File: config.mk
export PLATFORM = sky130hd
export DESIGN_NAME = hsl_to_rgb_converter
export DESIGN_NICKNAME = d
export VERILOG_FILES = /design/src/rtl/hsl2rgb_pkg.sv /design/src/rtl/hsl2rgb_chan.sv /design/src/rtl/hsl_to_rgb_converter.sv
export SDC_FILE = /design/constraint.sdc
export NUM_CORES = 2
export LEC_CHECK = 0
export ABC_AREA = 1
export BUFFER_PORTS_ARGS = -buffer_cell sky130_fd_sc_hd__buf_4
export CORE_MARGIN = 2
export CORE_UTILIZATION = 55
export CTS_CLUSTER_DIAMETER = 40
export DETAILED_ROUTE_END_ITERATION = 7
export PLACE_DENSITY = 0.72
export SYNTH_ARGS = -nofsm -noshare
export SYNTH_HDL_FRONTEND = slang
export SYNTH_SLANG_ARGS = --single-unit
export TNS_END_PERCENT = 10
File: constraint.sdc
create_clock -name clk -period 12.1 [get_ports clk]
set_input_delay 1.21 -clock clk [delete_from_list [all_inputs] [get_ports clk]]
set_output_delay 1.21 -clock clk [all_outputs]
set_load 0.05 [all_outputs]
File: src/rtl/hsl2rgb_pkg.sv
// Shared widths, constants and types for the HSL to RGB converter.
`default_nettype none
package hsl2rgb_pkg;

  localparam int unsigned HUE_W = 15;
  localparam int unsigned Q_W   = 13;
  localparam int unsigned CH_W  = 8;

  // One full turn and one 60 degree sector in 1/64 degree units.
  localparam logic [HUE_W-1:0] HUE_FULL   = 15'd23040;
  localparam logic [11:0]      HUE_SECTOR = 12'd3840;
  localparam logic [Q_W-1:0]   Q_ONE      = 13'd4096;

  // Chroma carries 24 fraction bits; 1.0 needs the extra bit.
  localparam int unsigned C24_W  = 25;
  localparam int unsigned TERM_W = 37;
  localparam int unsigned MN_W   = 38;
  localparam int unsigned NUM_W  = 39;
  localparam int unsigned PROD_W = 48;
  localparam int unsigned Q15_W  = 12;

  // Scale factors for the numerators over the common denominator 2^33 * 15.
  localparam logic [TERM_W-1:0] CHROMA_K = 37'd7680;
  localparam logic [TERM_W-1:0] HALF_K   = 37'd3840;
  localparam logic [TERM_W-1:0] LIGHT_K  = 37'd31457280;

  // The byte is floor(q / 15); q below 4096 lets the reciprocal be exact.
  localparam logic [Q15_W-1:0] Q15_MAX = 12'd3840;
  localparam logic [12:0]      RECIP15 = 13'd4370;
  localparam int unsigned      SCALE_SHIFT = 33;

  typedef logic signed [NUM_W-1:0] num_t;

  typedef enum logic [2:0] {
    SEC_RED_YEL   = 3'd0,
    SEC_YEL_GRN   = 3'd1,
    SEC_GRN_CYAN  = 3'd2,
    SEC_CYAN_BLUE = 3'd3,
    SEC_BLUE_MAG  = 3'd4,
    SEC_MAG_RED   = 3'd5
  } sector_t;

endpackage
`default_nettype wire

File: src/rtl/hsl2rgb_chan.sv
// Two pipeline stages that scale one channel numerator to a byte.
`default_nettype none
module hsl2rgb_chan (
  input  wire logic                             clk,
  input  wire hsl2rgb_pkg::num_t                num,
  output      logic [hsl2rgb_pkg::CH_W-1:0]     chan
);

  logic signed [hsl2rgb_pkg::PROD_W-1:0] prod;
  logic [hsl2rgb_pkg::HUE_W-1:0]         hi;
  logic [hsl2rgb_pkg::Q15_W-1:0]         q_next;
  logic [hsl2rgb_pkg::Q15_W-1:0]         q;
  logic [24:0]                           recip_prod;
  logic [hsl2rgb_pkg::CH_W-1:0]          chan_next;

  // 255 * num as a shift and subtract; then drop the power-of-two part of the divisor.
  always_comb begin
    prod = (hsl2rgb_pkg::PROD_W'(num) <<< 8) - hsl2rgb_pkg::PROD_W'(num);
    hi   = prod[hsl2rgb_pkg::SCALE_SHIFT + hsl2rgb_pkg::HUE_W - 1:hsl2rgb_pkg::SCALE_SHIFT];
    if (num[hsl2rgb_pkg::NUM_W-1] || (num == '0)) begin
      q_next = '0;
    end else if (hi >= hsl2rgb_pkg::HUE_W'(hsl2rgb_pkg::Q15_MAX)) begin
      q_next = hsl2rgb_pkg::Q15_MAX;
    end else begin
      q_next = hi[hsl2rgb_pkg::Q15_W-1:0];
    end
  end

  always_ff @(posedge clk) begin
    q <= q_next;
  end

  // Remaining divide by 15 through a reciprocal, with saturation at 255.
  always_comb begin
    recip_prod = 25'(q) * 25'(hsl2rgb_pkg::RECIP15);
    if (q >= hsl2rgb_pkg::Q15_MAX) begin
      chan_next = '1;
    end else begin
      chan_next = recip_prod[23:16];
    end
  end

  always_ff @(posedge clk) begin
    chan <= chan_next;
  end

endmodule
`default_nettype wire

File: src/rtl/hsl_to_rgb_converter.sv
// Top level of the pipelined HSL to RGB color converter.
//
// Usage: drive hue_angle, saturation and lightness and raise start for one
// cycle per item. busy is always low, so an item is taken on every cycle
// that start is high, back to back without gaps.
// Each result appears on red, green and blue for exactly one cycle while
// done is high, once its item has passed through all six register stages.
// Throughput is one item per clock; the six register stages are input
// conditioning, chroma multiply, the secondary-component multiply, channel
// selection and add, scaling by 255, and the final divide by 15.
// Results leave in the order items arrived. The receiver cannot stall the
// block and must take every result in the cycle that done marks it.
// A synchronous reset clears all valid bits, so no result appears for items
// that were in flight; the first item may be given in the cycle after reset.
// Hue values of 360 degrees and above wrap once; saturation and lightness
// above 1.0 are clamped.
`default_nettype none
module hsl_to_rgb_converter (
  input  wire logic                              clk,
  input  wire logic                              rst,
  input  wire logic                              start,
  output      logic                              busy,
  input  wire logic [hsl2rgb_pkg::HUE_W-1:0]     hue_angle,
  input  wire logic [hsl2rgb_pkg::Q_W-1:0]       saturation,
  input  wire logic [hsl2rgb_pkg::Q_W-1:0]       lightness,
  output      logic                              done,
  output      logic [hsl2rgb_pkg::CH_W-1:0]      red,
  output      logic [hsl2rgb_pkg::CH_W-1:0]      green,
  output      logic [hsl2rgb_pkg::CH_W-1:0]      blue
);

  // Valid bits for the six stages.
  logic [5:0] vld;

  // Stage 1: conditioned inputs.
  logic [hsl2rgb_pkg::HUE_W-1:0] hue1, hue1_next;
  logic [hsl2rgb_pkg::Q_W-1:0]   sat1, sat1_next;
  logic [hsl2rgb_pkg::Q_W-1:0]   light1, light1_next;
  logic [hsl2rgb_pkg::Q_W-1:0]   dist1, dist1_next;
  logic [13:0]                   two_l;

  // Stage 2: chroma, sector and sector position.
  logic [hsl2rgb_pkg::C24_W-1:0] chroma2, chroma2_next;
  logic [hsl2rgb_pkg::Q_W-1:0]   light2;
  hsl2rgb_pkg::sector_t          sector2, sector2_next;
  logic [11:0]                   pos2, pos2_next;
  logic [11:0]                   frac;
  logic [hsl2rgb_pkg::Q_W-1:0]   chroma_l;

  // Stage 3: numerator terms.
  logic [hsl2rgb_pkg::TERM_W-1:0]      cn3, cn3_next;
  logic [hsl2rgb_pkg::TERM_W-1:0]      xn3, xn3_next;
  logic signed [hsl2rgb_pkg::MN_W-1:0] mn3, mn3_next;
  hsl2rgb_pkg::sector_t                sector3;
  logic [hsl2rgb_pkg::TERM_W-1:0]      light_term;
  logic [hsl2rgb_pkg::TERM_W-1:0]      half_term;

  // Stage 4: channel numerators.
  hsl2rgb_pkg::num_t rn4, gn4, bn4;
  hsl2rgb_pkg::num_t rn4_next, gn4_next, bn4_next;
  logic [hsl2rgb_pkg::TERM_W-1:0] rc, gc, bc;

  assign busy = 1'b0;
  assign done = vld[5];

  always_ff @(posedge clk) begin
    if (rst) begin
      vld <= '0;
    end else begin
      vld <= {vld[4:0], start};
    end
  end

  always_comb begin
    if (hue_angle >= hsl2rgb_pkg::HUE_FULL) begin
      hue1_next = hue_angle - hsl2rgb_pkg::HUE_FULL;
    end else begin
      hue1_next = hue_angle;
    end
    sat1_next   = (saturation > hsl2rgb_pkg::Q_ONE) ? hsl2rgb_pkg::Q_ONE : saturation;
    light1_next = (lightness > hsl2rgb_pkg::Q_ONE) ? hsl2rgb_pkg::Q_ONE : lightness;
    two_l       = {light1_next, 1'b0};
    if (two_l >= 14'(hsl2rgb_pkg::Q_ONE)) begin
      dist1_next = hsl2rgb_pkg::Q_W'(two_l - 14'(hsl2rgb_pkg::Q_ONE));
    end else begin
      dist1_next = hsl2rgb_pkg::Q_W'(14'(hsl2rgb_pkg::Q_ONE) - two_l);
    end
  end

  always_ff @(posedge clk) begin
    hue1   <= hue1_next;
    sat1   <= sat1_next;
    light1 <= light1_next;
    dist1  <= dist1_next;
  end

  // The sector comes from parallel compares against the sector boundaries.
  always_comb begin
    chroma_l     = hsl2rgb_pkg::Q_ONE - dist1;
    chroma2_next = hsl2rgb_pkg::C24_W'(chroma_l) * hsl2rgb_pkg::C24_W'(sat1);
    if (hue1 < 15'd3840) begin
      sector2_next = hsl2rgb_pkg::SEC_RED_YEL;
      frac         = 12'(hue1);
    end else if (hue1 < 15'd7680) begin
      sector2_next = hsl2rgb_pkg::SEC_YEL_GRN;
      frac         = 12'(hue1 - 15'd3840);
    end else if (hue1 < 15'd11520) begin
      sector2_next = hsl2rgb_pkg::SEC_GRN_CYAN;
      frac         = 12'(hue1 - 15'd7680);
    end else if (hue1 < 15'd15360) begin
      sector2_next = hsl2rgb_pkg::SEC_CYAN_BLUE;
      frac         = 12'(hue1 - 15'd11520);
    end else if (hue1 < 15'd19200) begin
      sector2_next = hsl2rgb_pkg::SEC_BLUE_MAG;
      frac         = 12'(hue1 - 15'd15360);
    end else begin
      sector2_next = hsl2rgb_pkg::SEC_MAG_RED;
      frac         = 12'(hue1 - 15'd19200);
    end
    // In odd sectors the secondary component falls across the sector.
    if (sector2_next[0]) begin
      pos2_next = hsl2rgb_pkg::HUE_SECTOR - frac;
    end else begin
      pos2_next = frac;
    end
  end

  always_ff @(posedge clk) begin
    chroma2 <= chroma2_next;
    light2  <= light1;
    sector2 <= sector2_next;
    pos2    <= pos2_next;
  end

  always_comb begin
    cn3_next   = hsl2rgb_pkg::TERM_W'(chroma2) * hsl2rgb_pkg::CHROMA_K;
    xn3_next   = hsl2rgb_pkg::TERM_W'(chroma2) * hsl2rgb_pkg::TERM_W'({pos2, 1'b0});
    light_term = hsl2rgb_pkg::TERM_W'(light2) * hsl2rgb_pkg::LIGHT_K;
    half_term  = hsl2rgb_pkg::TERM_W'(chroma2) * hsl2rgb_pkg::HALF_K;
    mn3_next   = $signed({1'b0, light_term}) - $signed({1'b0, half_term});
  end

  always_ff @(posedge clk) begin
    cn3     <= cn3_next;
    xn3     <= xn3_next;
    mn3     <= mn3_next;
    sector3 <= sector2;
  end

  always_comb begin
    case (sector3)
      hsl2rgb_pkg::SEC_RED_YEL: begin
        rc = cn3; gc = xn3; bc = '0;
      end
      hsl2rgb_pkg::SEC_YEL_GRN: begin
        rc = xn3; gc = cn3; bc = '0;
      end
      hsl2rgb_pkg::SEC_GRN_CYAN: begin
        rc = '0;  gc = cn3; bc = xn3;
      end
      hsl2rgb_pkg::SEC_CYAN_BLUE: begin
        rc = '0;  gc = xn3; bc = cn3;
      end
      hsl2rgb_pkg::SEC_BLUE_MAG: begin
        rc = xn3; gc = '0;  bc = cn3;
      end
      default: begin
        rc = cn3; gc = '0;  bc = xn3;
      end
    endcase
    rn4_next = $signed({2'b00, rc}) + hsl2rgb_pkg::NUM_W'(mn3);
    gn4_next = $signed({2'b00, gc}) + hsl2rgb_pkg::NUM_W'(mn3);
    bn4_next = $signed({2'b00, bc}) + hsl2rgb_pkg::NUM_W'(mn3);
  end

  always_ff @(posedge clk) begin
    rn4 <= rn4_next;
    gn4 <= gn4_next;
    bn4 <= bn4_next;
  end

  hsl2rgb_chan u_red (
    .clk  (clk),
    .num  (rn4),
    .chan (red)
  );

  hsl2rgb_chan u_green (
    .clk  (clk),
    .num  (gn4),
    .chan (green)
  );

  hsl2rgb_chan u_blue (
    .clk  (clk),
    .num  (bn4),
    .chan (blue)
  );

  // Every item taken yields exactly one result.
  a_start_done: assert property (@(posedge clk) disable iff (rst)
    start |-> ##6 done)
    else $error("item taken without a result six cycles later");

  a_done_start: assert property (@(posedge clk) disable iff (rst)
    done |-> $past(start, 6))
    else $error("result without a matching item");

  // Zero saturation gives a gray.
  a_gray: assert property (@(posedge clk) disable iff (rst)
    (start && (saturation == '0)) |-> ##6 ((red == green) && (green == blue)))
    else $error("unsaturated item did not give a gray");

  // Full lightness gives white, zero lightness gives black.
  a_white: assert property (@(posedge clk) disable iff (rst)
    (start && (lightness >= hsl2rgb_pkg::Q_ONE)) |->
      ##6 ((red == 8'hFF) && (green == 8'hFF) && (blue == 8'hFF)))
    else $error("full lightness did not give white");

  a_black: assert property (@(posedge clk) disable iff (rst)
    (start && (lightness == '0)) |->
      ##6 ((red == 8'h00) && (green == 8'h00) && (blue == 8'h00)))
    else $error("zero lightness did not give black");

endmodule
`default_nettype wire
Yosys cells after proc, flatten, opt, wreduce, memory -nomap -nowiden
Index checks and enable logic that the tools add are counted.

Output and inout port bits: 26. Input bits: 44. Bits in registers: 395.

Multiplexer cells: 20. Eq/ne operators: 4. Magnitude comparators: 15. $mul: 8. Reduce and logical (&&, ||, !) cells: 18. Add/sub/neg operators: 17.

Operator list (number): 37-bit one-hot mux with 2 select lines (3); 47-bit by 39-bit subtractor with 48-bit output (3); 38-bit by 38-bit adder with 39-bit output (3); 39-bit zero test (3); 12-bit 2-to-1 mux (9); 12-bit by 12-bit multiplier with 23-bit output (second input constant) (3); 12-bit subtractor (second input constant) (5); 15-bit by 12-bit >= comparator with 1-bit output (second input constant) (3); 37-bit by 37-bit subtractor with 38-bit output (1); 12-bit >= comparator (second input constant) (3); 25-bit by 12-bit multiplier with 36-bit output (1); 15-bit by 14-bit less-than comparator with 1-bit output (second input constant) (2); 25-bit by 4-bit multiplier with 29-bit output (second input constant) (1); 25-bit by 4-bit multiplier with 28-bit output (second input constant) (1); 13-bit greater-than comparator (second input constant) (2); 13-bit 2-to-1 mux (2); 13-bit subtractor (first input constant) (2); 13-bit by 13-bit multiplier with 25-bit output (1); 2-bit OR reduction (10); 13-bit by 4-bit multiplier with 16-bit output (second input constant) (1); 15-bit >= comparator (second input constant) (1); 15-bit by 12-bit less-than comparator with 1-bit output (second input constant) (1); 15-bit by 13-bit less-than comparator with 1-bit output (second input constant) (1); 15-bit less-than comparator (second input constant) (1); other kinds (13) (19).

Depth between registers and ports, before layout
Depth in word-level cells: 8. Depth in mapped cells: 32.

Hierarchy
A second synthesis with hierarchy kept.

Cells, all modules: 6761. Area, all modules: 47372.9 um2.

Modules (own cells, without submodules): hsl_to_rgb_converter (cells an instance 4258, times used 1, area an instance 32733.9 um2); hsl2rgb_chan (u_green ...) (cells an instance 811, times used 2, area an instance 4755.8 um2); hsl2rgb_chan (u_blue) (cells an instance 881, times used 1, area an instance 5127.4 um2).

Worst setup path after synthesis
Ideal clock, no wire load.

Kind: register -> register. From: reg light1[0] (netlist name). To: reg chroma2[24] (netlist name). Required time: 11.978 ns. Buffers on the path: 1. Data arrival time: 5.680 ns. Cell stages (with the launch flop): 27. Setup slack: 6.298 ns. Cell sequence: dfxtp_1 -> clkbuf_1 -> inv_1 -> ha_1 -> inv_1 -> nor3_1 -> inv_1 -> nor2_1 -> nand2_1 -> o21ai_0 -> and2_0 -> clkinv_1 -> nor2_1 -> fa_1 -> fa_1 -> fa_1 -> fa_1 -> inv_1 -> fa_1 -> inv_1 -> ha_1 -> nand2_1 -> nor4_1 -> nand4_1 -> nand3_1 -> a31oi_1 -> xor2_1.

RTL lines: end signal, assigned (line hsl_to_rgb_converter.sv:129) `chroma2 <= chroma2_next;`; end, declared (line hsl_to_rgb_converter.sv:43) `logic [hsl2rgb_pkg::C24_W-1:0] chroma2, chroma2_next;`.

==> impl_metrics.csv <==
group,metric,value,unit
clock_tree,cts_tree,"done",
timing,tightest_slew,1.28,ns
synth,synth_nets,7609,
die,fp.dieH,295,µm
timing,fin_skew,0.0378,ns
layout,stdcell_count,7821,
synth,synth_edf_count,0,
synth,ys_seq_elements,374,
place,dp_cells,7691,
place,place.gp.congestion,1.02,
setup_path,cp-end-kind,"flop",
setup_path,critical_path_class,"reg2reg",
detailed_routing,wl_per_cell,15.7,µm
synth,postSynthCellCount,6557,
timing,relSlewSlack,14.9,%
layout,drive_gt1_share,3.78,%
layout,fin_nets,7681,
layout,area.growth.synth_to_final,8.90,%
grt,grt_pass1_vias,41237,
synth,async_flop_share,0,%
synth,ys.flop_type,"dfxtp_1",
grt,grt_util_all_layers,28.8,%
job,drv_cap,0,
detailed_routing,drtIter0Drc,2534,
die,rows,106,
die,coreArea,0.0837,mm²
clock_tree,clockBufferDepth,3,
setup_path,crit_path_max_fanout,16,
timing,fin_hold_ws,0.325,ns
setup_path,critPathArrivalTime,7.03,ns
synth,synth_seq_area_share,16.1,%
timing,tns,0,ns
status,status,"completed",
clock_tree,numCtsBuffers,70,
timing,fmax,153,MHz
timing,min_period,6.53,ns
grt,antenna_found_initial,1,
die,io_pins,70,
timing,rsz0062_at_grt,"false",
layout,most-common-layout-cells,"1490 x nand2_1, 1458 x inv_1, 597 x nor2_1",
die,die_x,295,µm
layout,finish.utilization,60.4,%
layout,diodes,0,
grt,grt_overflow_total,0,
die,start_util,55.5,%
grt,grt_max_degree,37,
setup_path,required,12.61,ns
clock_tree,post_cts_buffers,0,
grt,grt_first_pass_wirelength,202000,µm
layout,layout_commonest_cell,"nand2_1",
clock_tree,cts.reportedPaths.clkPinSlew,0.06,ns
synth,yosys_warnings,0,
place,hpwl,102000,µm
clock_tree,cts_root_buffer,"clkbuf_16",
detailed_routing,first_pass_iters,6,
clock_tree,clk_latency,0.63,ns
synth,avgSynthCellArea,7.08,µm²
clock_tree,clkSinkCount,374,
clock_tree,hold_buffers,0,
detailed_routing,ant_nets,0,
detailed_routing,drt-total-wl,123000,µm
place,port_buffers,68,
timing,period_share,54.0,%
detailed_routing,dr_total_vias,41580,
die,die-area,0.0868,mm²
setup_path,cp-start-kind,"flop",
timing,report.final.slew_viol_count,0,
detailed_routing,via_per_inst,5.32,
clock_tree,post_cts_resized,0,
clock_tree,htree_levels,3,
synth,ys_types,58,
detailed_routing,drc_errors,0,
synth,netlist_area,0.0464,mm²
hold_path,hp-class,"reg2reg",
timing,finalSetupViolCount,0,
timing,hold_viol,0,
[layer usage]
layer / vias to the layer above / track usage [%] / wire (µm)
li1: 20650 / - / -
met3: 267 / 3.78 / 7060
met4: 0 / 10.9 / 4410
met2: 1232 / 49.8 / 58300
met1: 19431 / 36.5 / 53100
met5: - / 0 / 0
[worst max-delay path, cell delays in order (launching register included)]
cell and delay, ns:
dfxtp_1 0.48, inv_1 0.12, ha_1 0.18, inv_1 0.05
nor3_1 0.13, inv_1 0.08, nor2_1 0.17, nand2_1 0.10
o21ai_0 0.14, and2_0 0.34, clkinv_1 0.36, nor2_1 0.23
fa_1 0.45, fa_1 0.48, fa_1 0.52, fa_1 0.56
inv_1 0.06, fa_1 0.52, inv_1 0.04, ha_1 0.36
nand2_1 0.13, nor4_1 0.36, nand4_1 0.15, nand3_1 0.16
a31oi_1 0.11, xor2_1 0.17
[sequential cells by signal (all words and copies together), names as in the netlist, 11 cells and up]
name       flops
cn3           27
rn4           37
bn4           37
u_blue.q      12
gn4           37
pos2          12
chroma2       24
hue1          15
u_red.q       12
mn3           28
xn3           35
light1        13
dist1         11
light2        13
sat1          13
u_green.q     12
[cell type report]
class                   count  area [µm²]
flip-flops and latches    374        7490
multi-input cells        4636       33200
well taps                1134        1420
inverters                1469        5510
clock buffers              79        1890
clock inverters            51         531
fillers                  7810       33100
repair buffers             78         586
[cells in the mapped netlist (8+ instances only)]
| cell | count | area share [%] |
|---|---|---|
| fa_1 | 420 | 18 |
| ha_1 | 588 | 16 |
| nor2_1 | 597 | 4.8 |
| o211ai_1 | 15 | 0.24 |
| a31oi_1 | 22 | 0.30 |
| o31ai_1 | 8 | 0.13 |
| nor3_1 | 71 | 0.77 |
| dfxtp_1 | 374 | 16 |
| inv_1 | 1458 | 12 |
| nand2_2 | 8 | 0.11 |
| nor4_1 | 25 | 0.34 |
| a211oi_1 | 8 | 0.13 |
| nand3b_1 | 12 | 0.19 |
| a21o_1 | 35 | 0.57 |
| xor2_1 | 147 | 2.8 |
| nand4_1 | 99 | 1.3 |
| xnor2_1 | 83 | 1.6 |
| nand3_1 | 202 | 2.2 |
| nand2_1 | 1490 | 12 |
| a21boi_0 | 23 | 0.37 |
| o21bai_1 | 32 | 0.52 |
| o22ai_1 | 82 | 1.1 |
| clkbuf_1 | 75 | 0.61 |
| a21oi_1 | 390 | 4.2 |
| o21ai_0 | 184 | 2.0 |
| o21a_1 | 17 | 0.27 |
| clkinv_1 | 9 | 0.073 |
[final timing paths]
path,from,endpoint,slack [ns],cells past startpoint
setup / recovery,light1[0]$_DFF_P_,chroma2[24]$_DFF_P_,5.57,25
hold / removal,light1[10]$_DFF_P_,light2[10]$_DFF_P_,0.32,0
setup reg to reg,light1[0]$_DFF_P_,chroma2[24]$_DFF_P_,5.57,25
hold reg to reg,light1[10]$_DFF_P_,light2[10]$_DFF_P_,0.32,0
[stage by stage]
stage	worst slack [ns]	area, µm²
after detailed placement	5.61	48200
final	5.57	50600
after global placement	5.68	48200
after CTS	5.59	50600
after global routing	4.94	50600
after floorplan	6.30	46400
[kinds of logic (layout without fill, tap and decap cells)]
kind of cell,after synthesis,in the layout,synth area share [%]
AND/OR/NAND/NOR,2543,2543,22.5
flip-flops,374,374,16.1
adder cells (fa/ha/maj),1008,1008,33.9
buffers and inverters,1547,1677,12.5
XOR/XNOR,236,236,4.57
AO/OA/AOI/OAI,848,848,10.4
other,1,1,0.00807
Power is not shown: default switching activity piles up to over one toggle a cycle in this logic, so the estimate is an artifact.
